===== src/rtl/core/tle_pkg.sv =====
package tle_pkg;

    localparam int LINE_BYTES   = 32;
    localparam int HIST_ENTRIES = 5;

    localparam int BYTE_W      = 8;
    localparam int FIELD_LEN_W = 5;
    localparam int LEN_W       = $clog2(LINE_BYTES);
    localparam int SLOT_W      = (HIST_ENTRIES > 1) ? $clog2(HIST_ENTRIES) : 1;
    localparam int CNT_W       = $clog2(HIST_ENTRIES + 1);

    typedef struct packed {
        logic                   req_type;
        logic [BYTE_W-1:0]      rx_byte;
        logic [FIELD_LEN_W-1:0] read_index;
    } t_in_item;

    typedef struct packed {
        logic [BYTE_W-1:0]      out_byte;
        logic                   is_echo;
        logic                   line_committed;
        logic [FIELD_LEN_W-1:0] committed_length;
        logic                   last;
    } t_out_item;

    typedef enum logic [3:0] {
        ST_IDLE,
        ST_DECODE,
        ST_RD_OUT,
        ST_ECHO,
        ST_RC_LEN,
        ST_MSG,
        ST_RC_RD,
        ST_RC_WR,
        ST_CM_RD,
        ST_CM_WR
    } t_state;

    typedef enum logic [1:0] {
        MSG_ERASE,
        MSG_ENTER,
        MSG_PROMPT,
        MSG_TAIL
    } t_msg;

    typedef enum logic [1:0] {
        OSEL_MSG,
        OSEL_BYTE,
        OSEL_HIST,
        OSEL_READ
    } t_osel;

    typedef struct packed {
        logic  capture;
        logic  hist_rd;
        logic  read_slot;
        logic  esc_open;
        logic  esc_second;
        logic  esc_clear;
        logic  type_char;
        logic  erase;
        logic  down_clear;
        logic  recall_up;
        logic  recall_down;
        logic  rc_len;
        logic  commit_start;
        logic  commit_finish;
        logic  msg_load;
        t_msg  msg_sel;
        logic  edit_rd;
        logic  edit_copy;
        logic  hist_wr;
        logic  idx_inc;
        logic  emit;
        t_osel osel;
        logic  last;
    } t_cmd;

    typedef struct packed {
        logic is_read;
        logic esc_open;
        logic esc_second;
        logic ch_esc;
        logic ch_enter;
        logic ch_erase;
        logic ch_print;
        logic edit_empty;
        logic edit_full;
        logic seq_up;
        logic seq_down;
        logic can_up;
        logic down_recall;
        logic copy_done;
        logic msg_last;
        logic out_free;
    } t_stat;

endpackage


===== src/rtl/core/tle_ctrl.sv =====
module tle_ctrl (
    input  logic          i_clk,
    input  logic          i_rst_n,
    input  logic          i_in_valid,
    output logic          o_in_stall,
    input  tle_pkg::t_stat i_stat,
    output tle_pkg::t_cmd  o_cmd
);
    import tle_pkg::*;

    t_state r_state;
    t_state n_state;
    // Set while the prompt in flight leads into a recall copy.
    logic   r_to_recall;
    logic   n_to_recall;

    always_ff @(posedge i_clk) begin
        if (!i_rst_n) begin
            r_state     <= ST_IDLE;
            r_to_recall <= 1'b0;
        end else begin
            r_state     <= n_state;
            r_to_recall <= n_to_recall;
        end
    end

    always_comb begin
        n_state     = r_state;
        n_to_recall = r_to_recall;
        unique case (r_state)
            ST_IDLE: begin
                if (i_in_valid) begin
                    n_state = ST_DECODE;
                end
            end
            ST_DECODE: begin
                n_state = ST_IDLE;
                if (i_stat.is_read) begin
                    n_state = ST_RD_OUT;
                end else if (i_stat.esc_open) begin
                    n_state = ST_IDLE;
                end else if (i_stat.esc_second) begin
                    if (i_stat.seq_up && i_stat.can_up) begin
                        n_state     = ST_RC_LEN;
                        n_to_recall = 1'b1;
                    end else if (i_stat.seq_down) begin
                        n_state     = i_stat.down_recall ? ST_RC_LEN : ST_MSG;
                        n_to_recall = i_stat.down_recall;
                    end
                end else if (i_stat.ch_esc) begin
                    n_state = ST_IDLE;
                end else if (i_stat.ch_enter) begin
                    n_state     = i_stat.edit_empty ? ST_MSG : ST_CM_RD;
                    n_to_recall = 1'b0;
                end else if (i_stat.ch_erase) begin
                    if (!i_stat.edit_empty) begin
                        n_state     = ST_MSG;
                        n_to_recall = 1'b0;
                    end
                end else if (i_stat.ch_print && !i_stat.edit_full) begin
                    n_state = ST_ECHO;
                end
            end
            ST_RD_OUT, ST_ECHO: begin
                if (i_stat.out_free) begin
                    n_state = ST_IDLE;
                end
            end
            ST_RC_LEN: begin
                n_state = ST_MSG;
            end
            ST_MSG: begin
                if (i_stat.out_free && i_stat.msg_last) begin
                    n_state = r_to_recall ? ST_RC_RD : ST_IDLE;
                end
            end
            ST_RC_RD: begin
                if (i_stat.copy_done) begin
                    n_state     = ST_MSG;
                    n_to_recall = 1'b0;
                end else begin
                    n_state = ST_RC_WR;
                end
            end
            ST_RC_WR: begin
                if (i_stat.out_free) begin
                    n_state = ST_RC_RD;
                end
            end
            ST_CM_RD: begin
                n_state = i_stat.copy_done ? ST_MSG : ST_CM_WR;
            end
            ST_CM_WR: begin
                n_state = ST_CM_RD;
            end
            default: begin
                n_state = ST_IDLE;
            end
        endcase
    end

    always_comb begin
        o_cmd      = '0;
        o_in_stall = (r_state != ST_IDLE);
        unique case (r_state)
            ST_IDLE: begin
                o_cmd.capture = i_in_valid;
            end
            ST_DECODE: begin
                if (i_stat.is_read) begin
                    o_cmd.hist_rd   = 1'b1;
                    o_cmd.read_slot = 1'b1;
                end else if (i_stat.esc_open) begin
                    o_cmd.esc_second = 1'b1;
                end else if (i_stat.esc_second) begin
                    o_cmd.esc_clear = 1'b1;
                    if (i_stat.seq_up && i_stat.can_up) begin
                        o_cmd.recall_up = 1'b1;
                    end else if (i_stat.seq_down) begin
                        if (i_stat.down_recall) begin
                            o_cmd.recall_down = 1'b1;
                        end else begin
                            o_cmd.down_clear = 1'b1;
                            o_cmd.msg_load   = 1'b1;
                            o_cmd.msg_sel    = MSG_PROMPT;
                        end
                    end
                end else if (i_stat.ch_esc) begin
                    o_cmd.esc_open = 1'b1;
                end else begin
                    o_cmd.esc_clear = 1'b1;
                    if (i_stat.ch_enter) begin
                        if (i_stat.edit_empty) begin
                            o_cmd.msg_load = 1'b1;
                            o_cmd.msg_sel  = MSG_ENTER;
                        end else begin
                            o_cmd.commit_start = 1'b1;
                        end
                    end else if (i_stat.ch_erase) begin
                        if (!i_stat.edit_empty) begin
                            o_cmd.erase    = 1'b1;
                            o_cmd.msg_load = 1'b1;
                            o_cmd.msg_sel  = MSG_ERASE;
                        end
                    end else if (i_stat.ch_print && !i_stat.edit_full) begin
                        o_cmd.type_char = 1'b1;
                    end
                end
            end
            ST_RD_OUT: begin
                o_cmd.emit = i_stat.out_free;
                o_cmd.osel = OSEL_READ;
                o_cmd.last = 1'b1;
            end
            ST_ECHO: begin
                o_cmd.emit = i_stat.out_free;
                o_cmd.osel = OSEL_BYTE;
                o_cmd.last = 1'b1;
            end
            ST_RC_LEN: begin
                o_cmd.rc_len   = 1'b1;
                o_cmd.msg_load = 1'b1;
                o_cmd.msg_sel  = MSG_PROMPT;
            end
            ST_MSG: begin
                o_cmd.emit = i_stat.out_free;
                o_cmd.osel = OSEL_MSG;
                o_cmd.last = i_stat.msg_last && !r_to_recall;
            end
            ST_RC_RD: begin
                if (i_stat.copy_done) begin
                    o_cmd.msg_load = 1'b1;
                    o_cmd.msg_sel  = MSG_TAIL;
                end else begin
                    o_cmd.hist_rd = 1'b1;
                end
            end
            ST_RC_WR: begin
                o_cmd.emit      = i_stat.out_free;
                o_cmd.osel      = OSEL_HIST;
                o_cmd.edit_copy = i_stat.out_free;
                o_cmd.idx_inc   = i_stat.out_free;
            end
            ST_CM_RD: begin
                if (i_stat.copy_done) begin
                    o_cmd.commit_finish = 1'b1;
                    o_cmd.msg_load      = 1'b1;
                    o_cmd.msg_sel       = MSG_ENTER;
                end else begin
                    o_cmd.edit_rd = 1'b1;
                end
            end
            ST_CM_WR: begin
                o_cmd.hist_wr = 1'b1;
                o_cmd.idx_inc = 1'b1;
            end
            default: begin
                o_cmd = '0;
            end
        endcase
    end

endmodule


===== src/rtl/core/tle_dpath.sv =====
module tle_dpath (
    input  logic              i_clk,
    input  logic              i_rst_n,
    input  tle_pkg::t_in_item i_in_data,
    input  tle_pkg::t_cmd     i_cmd,
    output tle_pkg::t_stat    o_stat,
    input  logic              i_out_stall,
    output logic              o_out_valid,
    output tle_pkg::t_out_item o_out_data
);
    import tle_pkg::*;

    localparam int HIST_DEPTH = HIST_ENTRIES * LINE_BYTES;
    localparam int HADDR_W    = $clog2(HIST_DEPTH);
    localparam int SUM_W      = $clog2(2 * HIST_ENTRIES);
    localparam int MPTR_W     = 4;
    localparam int CMP_W      = (LEN_W > FIELD_LEN_W) ? LEN_W : FIELD_LEN_W;

    localparam logic [BYTE_W-1:0] CH_ESC   = 8'h1B;
    localparam logic [BYTE_W-1:0] CH_BS    = 8'h08;
    localparam logic [BYTE_W-1:0] CH_DEL   = 8'h7F;
    localparam logic [BYTE_W-1:0] CH_CR    = 8'h0D;
    localparam logic [BYTE_W-1:0] CH_LF    = 8'h0A;
    localparam logic [BYTE_W-1:0] CH_SP    = 8'h20;
    localparam logic [BYTE_W-1:0] CH_TILDE = 8'h7E;
    localparam logic [BYTE_W-1:0] CH_GT    = 8'h3E;
    localparam logic [BYTE_W-1:0] CH_LBR   = 8'h5B;
    localparam logic [BYTE_W-1:0] CH_UP    = 8'h41;
    localparam logic [BYTE_W-1:0] CH_DOWN  = 8'h42;

    // Echo strings laid end to end: erase, enter, prompt, recall tail.
    localparam logic [MPTR_W-1:0] MI_ERASE  = 4'd0;
    localparam logic [MPTR_W-1:0] MI_ENTER  = 4'd3;
    localparam logic [MPTR_W-1:0] MI_PROMPT = 4'd7;
    localparam logic [MPTR_W-1:0] MI_TAIL   = 4'd10;

    typedef enum logic [1:0] {
        ESC_NONE,
        ESC_OPEN,
        ESC_SECOND
    } t_esc;

    function automatic logic [BYTE_W-1:0] msg_byte(input logic [MPTR_W-1:0] idx);
        logic [BYTE_W-1:0] b;
        case (idx)
            4'd0:    b = CH_BS;
            4'd1:    b = CH_SP;
            4'd2:    b = CH_BS;
            4'd3:    b = CH_CR;
            4'd4:    b = CH_LF;
            4'd5:    b = CH_GT;
            4'd6:    b = CH_SP;
            4'd7:    b = CH_CR;
            4'd8:    b = CH_GT;
            4'd9:    b = CH_SP;
            4'd10:   b = CH_SP;
            4'd11:   b = CH_BS;
            default: b = '0;
        endcase
        return b;
    endfunction

    function automatic logic [HADDR_W-1:0] hist_addr(input logic [SLOT_W-1:0] slot,
                                                     input logic [LEN_W-1:0]  off);
        return HADDR_W'(slot) * HADDR_W'(LINE_BYTES) + HADDR_W'(off);
    endfunction

    logic [BYTE_W-1:0]      r_edit_mem [LINE_BYTES];
    logic [BYTE_W-1:0]      r_hist_mem [HIST_DEPTH];
    logic [LEN_W-1:0]       r_hist_len [HIST_ENTRIES];

    logic                   r_req;
    logic [BYTE_W-1:0]      r_byte;
    logic [FIELD_LEN_W-1:0] r_ridx;
    logic [LEN_W-1:0]       r_edit_len;
    logic [SLOT_W-1:0]      r_newest;
    logic [CNT_W-1:0]       r_count;
    logic [CNT_W-1:0]       r_offset;
    t_esc                   r_esc;
    logic [BYTE_W-1:0]      r_esc_first;
    logic [SLOT_W-1:0]      r_slot;
    logic [LEN_W-1:0]       r_clen;
    logic [LEN_W-1:0]       r_idx;
    logic [MPTR_W-1:0]      r_mptr;
    logic [MPTR_W-1:0]      r_mend;
    logic                   r_commit;
    logic [BYTE_W-1:0]      r_edata;
    logic [BYTE_W-1:0]      r_hdata;
    logic                   r_out_valid;
    t_out_item              r_out;

    logic [CNT_W-1:0]       rc_back;
    logic [SUM_W-1:0]       rc_sum;
    logic [SLOT_W-1:0]      rc_slot;
    logic [SLOT_W-1:0]      cm_slot;
    logic [BYTE_W-1:0]      read_val;
    logic [BYTE_W-1:0]      out_byte;
    logic                   out_free;
    logic                   edit_we;
    logic [LEN_W-1:0]       edit_waddr;
    logic [BYTE_W-1:0]      edit_wdata;
    logic [HADDR_W-1:0]     hist_raddr;

    assign out_free = !r_out_valid || !i_out_stall;

    // Slot of the k-th newest line; k-1 never reaches the ring size.
    always_comb begin
        rc_back = i_cmd.recall_up ? r_offset : r_offset - CNT_W'(2);
        rc_sum  = SUM_W'(r_newest) + SUM_W'(HIST_ENTRIES) - SUM_W'(rc_back);
        if (rc_sum >= SUM_W'(HIST_ENTRIES)) begin
            rc_slot = SLOT_W'(rc_sum - SUM_W'(HIST_ENTRIES));
        end else begin
            rc_slot = SLOT_W'(rc_sum);
        end
        if (r_count == '0 || r_newest == SLOT_W'(HIST_ENTRIES - 1)) begin
            cm_slot = '0;
        end else begin
            cm_slot = r_newest + SLOT_W'(1);
        end
    end

    always_comb begin
        if (r_count != '0 && CMP_W'(r_ridx) < CMP_W'(r_hist_len[r_slot])) begin
            read_val = r_hdata;
        end else begin
            read_val = '0;
        end
        case (i_cmd.osel)
            OSEL_MSG:  out_byte = msg_byte(r_mptr);
            OSEL_BYTE: out_byte = r_byte;
            OSEL_HIST: out_byte = r_hdata;
            default:   out_byte = read_val;
        endcase
    end

    always_comb begin
        o_stat             = '0;
        o_stat.is_read     = r_req;
        o_stat.esc_open    = (r_esc == ESC_OPEN);
        o_stat.esc_second  = (r_esc == ESC_SECOND);
        o_stat.ch_esc      = (r_byte == CH_ESC);
        o_stat.ch_enter    = (r_byte == CH_CR) || (r_byte == CH_LF);
        o_stat.ch_erase    = (r_byte == CH_BS) || (r_byte == CH_DEL);
        o_stat.ch_print    = (r_byte >= CH_SP) && (r_byte <= CH_TILDE);
        o_stat.edit_empty  = (r_edit_len == '0);
        o_stat.edit_full   = (r_edit_len >= LEN_W'(LINE_BYTES - 1));
        o_stat.seq_up      = (r_esc_first == CH_LBR) && (r_byte == CH_UP);
        o_stat.seq_down    = (r_esc_first == CH_LBR) && (r_byte == CH_DOWN);
        o_stat.can_up      = (r_offset < r_count);
        o_stat.down_recall = (r_offset > CNT_W'(1));
        o_stat.copy_done   = (r_idx == r_clen);
        o_stat.msg_last    = (r_mptr == r_mend);
        o_stat.out_free    = out_free;
    end

    always_ff @(posedge i_clk) begin
        if (!i_rst_n) begin
            r_edit_len  <= '0;
            r_newest    <= '0;
            r_count     <= '0;
            r_offset    <= '0;
            r_esc       <= ESC_NONE;
            r_esc_first <= '0;
            r_commit    <= 1'b0;
            r_out_valid <= 1'b0;
            for (int i = 0; i < HIST_ENTRIES; i++) begin
                r_hist_len[i] <= '0;
            end
        end else begin
            if (i_cmd.esc_open) begin
                r_esc <= ESC_OPEN;
            end else if (i_cmd.esc_second) begin
                r_esc       <= ESC_SECOND;
                r_esc_first <= r_byte;
            end else if (i_cmd.esc_clear) begin
                r_esc <= ESC_NONE;
            end

            if (i_cmd.type_char) begin
                r_edit_len <= r_edit_len + LEN_W'(1);
            end else if (i_cmd.erase) begin
                r_edit_len <= r_edit_len - LEN_W'(1);
            end else if (i_cmd.down_clear || i_cmd.commit_finish) begin
                r_edit_len <= '0;
            end else if (i_cmd.rc_len) begin
                r_edit_len <= r_hist_len[r_slot];
            end

            if (i_cmd.recall_up) begin
                r_offset <= r_offset + CNT_W'(1);
            end else if (i_cmd.recall_down) begin
                r_offset <= r_offset - CNT_W'(1);
            end else if (i_cmd.down_clear || i_cmd.commit_finish) begin
                r_offset <= '0;
            end

            if (i_cmd.commit_finish) begin
                r_hist_len[r_slot] <= r_clen;
                r_newest           <= r_slot;
                if (r_count != CNT_W'(HIST_ENTRIES)) begin
                    r_count <= r_count + CNT_W'(1);
                end
            end

            if (i_cmd.capture) begin
                r_commit <= 1'b0;
            end else if (i_cmd.commit_finish) begin
                r_commit <= 1'b1;
            end

            if (i_cmd.emit) begin
                r_out_valid <= 1'b1;
            end else if (!i_out_stall) begin
                r_out_valid <= 1'b0;
            end
        end
    end

    always_ff @(posedge i_clk) begin
        if (i_cmd.capture) begin
            r_req  <= i_in_data.req_type;
            r_byte <= i_in_data.rx_byte;
            r_ridx <= i_in_data.read_index;
        end

        if (i_cmd.read_slot) begin
            r_slot <= r_newest;
        end else if (i_cmd.recall_up || i_cmd.recall_down) begin
            r_slot <= rc_slot;
        end else if (i_cmd.commit_start) begin
            r_slot <= cm_slot;
        end

        if (i_cmd.commit_start) begin
            r_clen <= r_edit_len;
            r_idx  <= '0;
        end else if (i_cmd.rc_len) begin
            r_clen <= r_hist_len[r_slot];
            r_idx  <= '0;
        end else if (i_cmd.idx_inc) begin
            r_idx <= r_idx + LEN_W'(1);
        end

        if (i_cmd.msg_load) begin
            unique case (i_cmd.msg_sel)
                MSG_ERASE: begin
                    r_mptr <= MI_ERASE;
                    r_mend <= MI_ENTER - MPTR_W'(1);
                end
                MSG_ENTER: begin
                    r_mptr <= MI_ENTER;
                    r_mend <= MI_PROMPT - MPTR_W'(1);
                end
                MSG_PROMPT: begin
                    r_mptr <= MI_PROMPT;
                    r_mend <= MI_TAIL - MPTR_W'(1);
                end
                MSG_TAIL: begin
                    r_mptr <= MI_TAIL;
                    r_mend <= MI_TAIL + MPTR_W'(1);
                end
                default: begin
                    r_mptr <= MI_PROMPT;
                    r_mend <= MI_TAIL - MPTR_W'(1);
                end
            endcase
        end else if (i_cmd.emit && i_cmd.osel == OSEL_MSG) begin
            r_mptr <= r_mptr + MPTR_W'(1);
        end

        if (i_cmd.emit) begin
            r_out.out_byte         <= out_byte;
            r_out.is_echo          <= (i_cmd.osel != OSEL_READ);
            r_out.line_committed   <= r_commit;
            r_out.committed_length <= r_commit ? FIELD_LEN_W'(r_clen) : '0;
            r_out.last             <= i_cmd.last;
        end
    end

    // Edit line store: typed bytes land at the end, recalled bytes by position.
    always_comb begin
        edit_we    = i_cmd.type_char || i_cmd.edit_copy;
        edit_waddr = i_cmd.type_char ? r_edit_len : r_idx;
        edit_wdata = i_cmd.type_char ? r_byte : r_hdata;
        hist_raddr = r_req ? hist_addr(r_newest, LEN_W'(r_ridx)) : hist_addr(r_slot, r_idx);
    end

    always_ff @(posedge i_clk) begin
        if (edit_we) begin
            r_edit_mem[edit_waddr] <= edit_wdata;
        end
        if (i_cmd.edit_rd) begin
            r_edata <= r_edit_mem[r_idx];
        end
    end

    always_ff @(posedge i_clk) begin
        if (i_cmd.hist_wr) begin
            r_hist_mem[hist_addr(r_slot, r_idx)] <= r_edata;
        end
        if (i_cmd.hist_rd) begin
            r_hdata <= r_hist_mem[hist_raddr];
        end
    end

    assign o_out_valid = r_out_valid;
    assign o_out_data  = r_out;

endmodule


===== src/rtl/core/terminal_line_editor_history.sv =====
// Channel   Direction  Handshake                 Payload
// request   in         i_in_valid / o_in_stall   i_in_data  (t_in_item)
// result    out        o_out_valid / i_out_stall o_out_data (t_out_item)
//
// One request is handled at a time. A printable byte or a read yields one result; an
// erase or an empty enter yields an echo string, and the enter of a line or a recall
// also copies it byte by byte between the line stores, each byte in a read state and
// then a write state. Each result waits in the output register while the far side
// stalls, and the sequence halts until it is taken. Reset is synchronous and
// clears all control state at once; the line stores need no clearing pass.
module terminal_line_editor_history (
    input  logic               i_clk,
    input  logic               i_rst_n,
    input  logic               i_in_valid,
    output logic               o_in_stall,
    input  tle_pkg::t_in_item  i_in_data,
    output logic               o_out_valid,
    input  logic               i_out_stall,
    output tle_pkg::t_out_item o_out_data
);
    import tle_pkg::*;

    t_cmd  cmd;
    t_stat stat;

    tle_ctrl u_ctrl (
        .i_clk      (i_clk),
        .i_rst_n    (i_rst_n),
        .i_in_valid (i_in_valid),
        .o_in_stall (o_in_stall),
        .i_stat     (stat),
        .o_cmd      (cmd)
    );

    tle_dpath u_dpath (
        .i_clk       (i_clk),
        .i_rst_n     (i_rst_n),
        .i_in_data   (i_in_data),
        .i_cmd       (cmd),
        .o_stat      (stat),
        .i_out_stall (i_out_stall),
        .o_out_valid (o_out_valid),
        .o_out_data  (o_out_data)
    );

    // While a new request may enter, only the final result of the previous one may wait.
    a_idle_only_last : assert property (@(posedge i_clk) disable iff (!i_rst_n)
        (!o_in_stall && o_out_valid) |-> o_out_data.last)
        else $error("result other than the last one pending while idle");

    a_emit_when_free : assert property (@(posedge i_clk) disable iff (!i_rst_n)
        cmd.emit |-> stat.out_free)
        else $error("output register overwritten");

    a_read_single : assert property (@(posedge i_clk) disable iff (!i_rst_n)
        (o_out_valid && !o_out_data.is_echo) |->
            (o_out_data.last && !o_out_data.line_committed))
        else $error("read answer malformed");

    a_commit_len : assert property (@(posedge i_clk) disable iff (!i_rst_n)
        (o_out_valid && o_out_data.line_committed) |->
            (o_out_data.committed_length != '0))
        else $error("committed line with zero length");

endmodule

===== config.mk =====
export PLATFORM = sky130hd
export DESIGN_NAME = terminal_line_editor_history
export DESIGN_NICKNAME = d
export VERILOG_FILES = /design/src/rtl/core/tle_pkg.sv /design/src/rtl/core/tle_ctrl.sv /design/src/rtl/core/tle_dpath.sv /design/src/rtl/core/terminal_line_editor_history.sv
export SDC_FILE = /design/constraint.sdc
export NUM_CORES = 2
export LEC_CHECK = 0
export ABC_AREA = 1
export BUFFER_PORTS_ARGS = -buffer_cell sky130_fd_sc_hd__buf_4
export CAP_MARGIN = 15
export CORE_MARGIN = 2
export CORE_UTILIZATION = 65
export CTS_BUF_LIST = sky130_fd_sc_hd__clkbuf_8
export CTS_CLUSTER_SIZE = 14
export DETAILED_ROUTE_END_ITERATION = 10
export PLACE_DENSITY_LB_ADDON = 0.05
export SETUP_SLACK_MARGIN = 0.3
export SLEW_MARGIN = 20
export SYNTH_ARGS = -nofsm -noshare
export SYNTH_HDL_FRONTEND = slang
export SYNTH_SLANG_ARGS = --single-unit

===== constraint.sdc =====
create_clock -name i_clk -period 5.4 [get_ports i_clk]
set_clock_uncertainty 0.1 [all_clocks]
set_input_delay 0.54 -clock i_clk [delete_from_list [all_inputs] [get_ports i_clk]]
set_output_delay 0.54 -clock i_clk [all_outputs]
set_load 0.05 [all_outputs]

==> out/metrics.cfg <==
[pwr]
vdd_drop_max_mv = 0.286
powerDensity_mw_per_mm2 = 343
p_leak_nw = 29.4

[logic_synthesis]
synth_top_area_share = 0.684
synthArstFlopShare = 0
synthTopCellsByArea = edfxtp_1, nand2_1, nand3_1, inv_1, o21ai_0
synthesis.nets = 6555
synth_edf_count = 1637
synthCells = 6497
synth_area_mm2 = 0.0718
ys_types = 53
ys_ff_latch = 1682
avgSynthCellArea_um2 = 11.1
ys_warn_count = 0
yosys.area.top_type = edfxtp_1
synth-seq-area-share = 0.697
synthFlopType = edfxtp_1

[cells_and_area]
final_cell_mix = edfxtp_1, nand2_1, nand3_1
final_common_cell = edfxtp_1
drive_gt1_frac = 0.0800
final_core_util = 0.717
fin_nets = 6632
area_delta_synth_final_pct = 9.11
stdcell_count = 8230

[global_route]
grt_antenna_before_repair = 4
track_usage = 0.334
grtUsageMet1 = 0.470
overflow = 0
grt_pass1_vias = 46481
grt_max_degree = 161
top_usage_layer = met2
grt_util_met2 = 0.517
met3_usage = 0.0686
grt_pass1_wl_um = 282000

[floorplan]
die_x_um = 336
die_y_um = 336
core_mm2 = 0.109
top_level_ports = 36
initial_core_util = 0.657
rows = 121
die_area_mm2 = 0.113

[sta]
slew_violations = 0
fin_tns_setup_ns = 0
fin_crit_ns = 4.25
maxSlewHeadroom = 0.269
hold_violations = 0
rsz0062_at_grt = no
setup_violations = 0
max_freq_mhz = 235
worst_pin_slew_ns = 1.09
period_share = 0.787

[route]
first_iter_violations = 6090
viasPerCell = 5.96
postRouteAntennaNets = 0
post_drt_wl_per_cell_um = 22.9
routed_wl_um = 189000
drt_first_pass_iters = 6
drc = 0
vias = 49034

[clock_tree]
cts_tree = built
htreeDepth = 5
clockRootBuffer = clkbuf_8
clockBufferDepth = 4
ctsResizeCount = 0
cts_made_buffers = 285
clock_sinks = 1682
cts.reportedPaths.clkPinSlew_ns = 0.06
cts_setup_buffers = 0
postCtsHoldBufs = 17
clock_latency_ns = 0.95

[setup_path]
required_ns = 5.98
critPathCaptureType = register
critPathKind = reg -> reg
crit_fanout = 71
cp-start-kind = register
cp.arrival_ns = 4.83
reg2reg_depth = 14

[outcome]
outcome = completed

[placed_design]
dp.cells = 7746
gp_congestion = 0.891
io_buffers = 35
hpwl_um = 107000

[min_path]
hold_path.class = in -> reg
hold_path_depth = 2

[flow_run]
cap_viol_max_count = 0

-- synth_stat cells, types with 3 or more instances --
master       n
o21ai_2      9
nand2_1   1464
nand4_1     14
nand2_2     11
nor3_2       3
o21ai_1     14
nor2_1     566
inv_1      671
a221oi_1     8
nor3_1      11
buf_2      117
o31ai_1      8
edfxtp_1  1637
clkbuf_1   162
buf_4       32
dfxtp_1     45
inv_2       25
buf_1       34
ha_1        39
nor2_4       3
xnor2_1      4
nand3_1    821
a211oi_1     9
o22ai_1     76
o211ai_1    58
nor2_2       6
o221ai_1    68
or2_2        3
xor2_1      12
o21ai_0    470
a21oi_1     53
nand3_2     10
buf_6        7
-- worst max-delay path: stages, from the launching register on --
cell and delay (ns):
dfxtp_4 0.82, clkinv_2 0.58, nand2_1 0.27, nand2_4 0.39, buf_12 0.39, nand2_1 0.11, nand2_1 0.05, nand2_1 0.05
nand3_1 0.09, nand3_1 0.11, nand3_1 0.22, nand3_1 0.36, nand3_1 0.11, nand3_1 0.10, nand2_1 0.06
-- state kept, by name, indices dropped and copies added, names as in the netlist, 8 cells and up, named ones only --
signal               cells
u_dpath.r_hist_mem    1280
u_dpath.r_edit_mem     256
u_dpath.r_hist_len      40
u_dpath.o_out_data      16
u_dpath.r_byte           8
u_dpath.r_edata          8
u_dpath.r_esc_first      8
u_dpath.r_hdata          8
-- path summary, 6_finish.rpt --
check | start | end | slack, ns
worst max-delay path | u_dpath.r_idx[0] | u_dpath.r_hdata[7] | 1.15
worst max register to register | u_dpath.r_idx[0] | u_dpath.r_hdata[7] | 1.15
worst min register to register | u_dpath.r_esc[1] | u_dpath.r_esc[1] | 0.39
worst min-delay path | i_in_data[8] | u_dpath.r_byte[3] | 0.22
-- routing by layer --
layer  part of all wire  vias to the layer above
li1                   -                    22490
met1               0.39                    23404
met2               0.47                     2694
met3               0.10                      444
met4              0.038                        2
met5           0.000042                        -
-- cells by family after synthesis --
group | synth area share
adder cells (fa/ha/maj) | 0.00707
AO/OA/AOI/OAI | 0.0632
AND/OR/NAND/NOR | 0.171
flip-flops | 0.697
multiplexers | 0.000139
XOR/XNOR | 0.00195
buffers and inverters | 0.0593
-- cell type report --
class                   instances  area [um^2]
diodes                          4         10.0
clock buffers                 291         4010
clock inverters               172          778
fillers                      7894        30900
inverters                     698         2630
multi-input cells            3765        17600
flip-flops and latches       1682        50100
well taps                    1476         1850
repair buffers                142         1430
-- power breakdown --
group          internal [mW]  switching [mW]
Sequential              14.3          0.0749
Clock                   5.06            4.91
Combinational          0.695            1.90
-- through the flow --
stage	cell area, um^2	worst slack (ns)	hold WS, ns	power, mW
2_1_floorplan	71800	1.72	0.345	16.3
3_3_place_gp	73400	1.36	0.369	17.1
3_5_place_dp	73400	1.27	0.376	17.2
4_1_cts	78400	1.27	0.160	27.0
5_1_grt	78400	1.02	0.186	27.8
6_report	78400	1.15	0.222	26.9
Note: power is estimated with default switching activity, not from simulation.
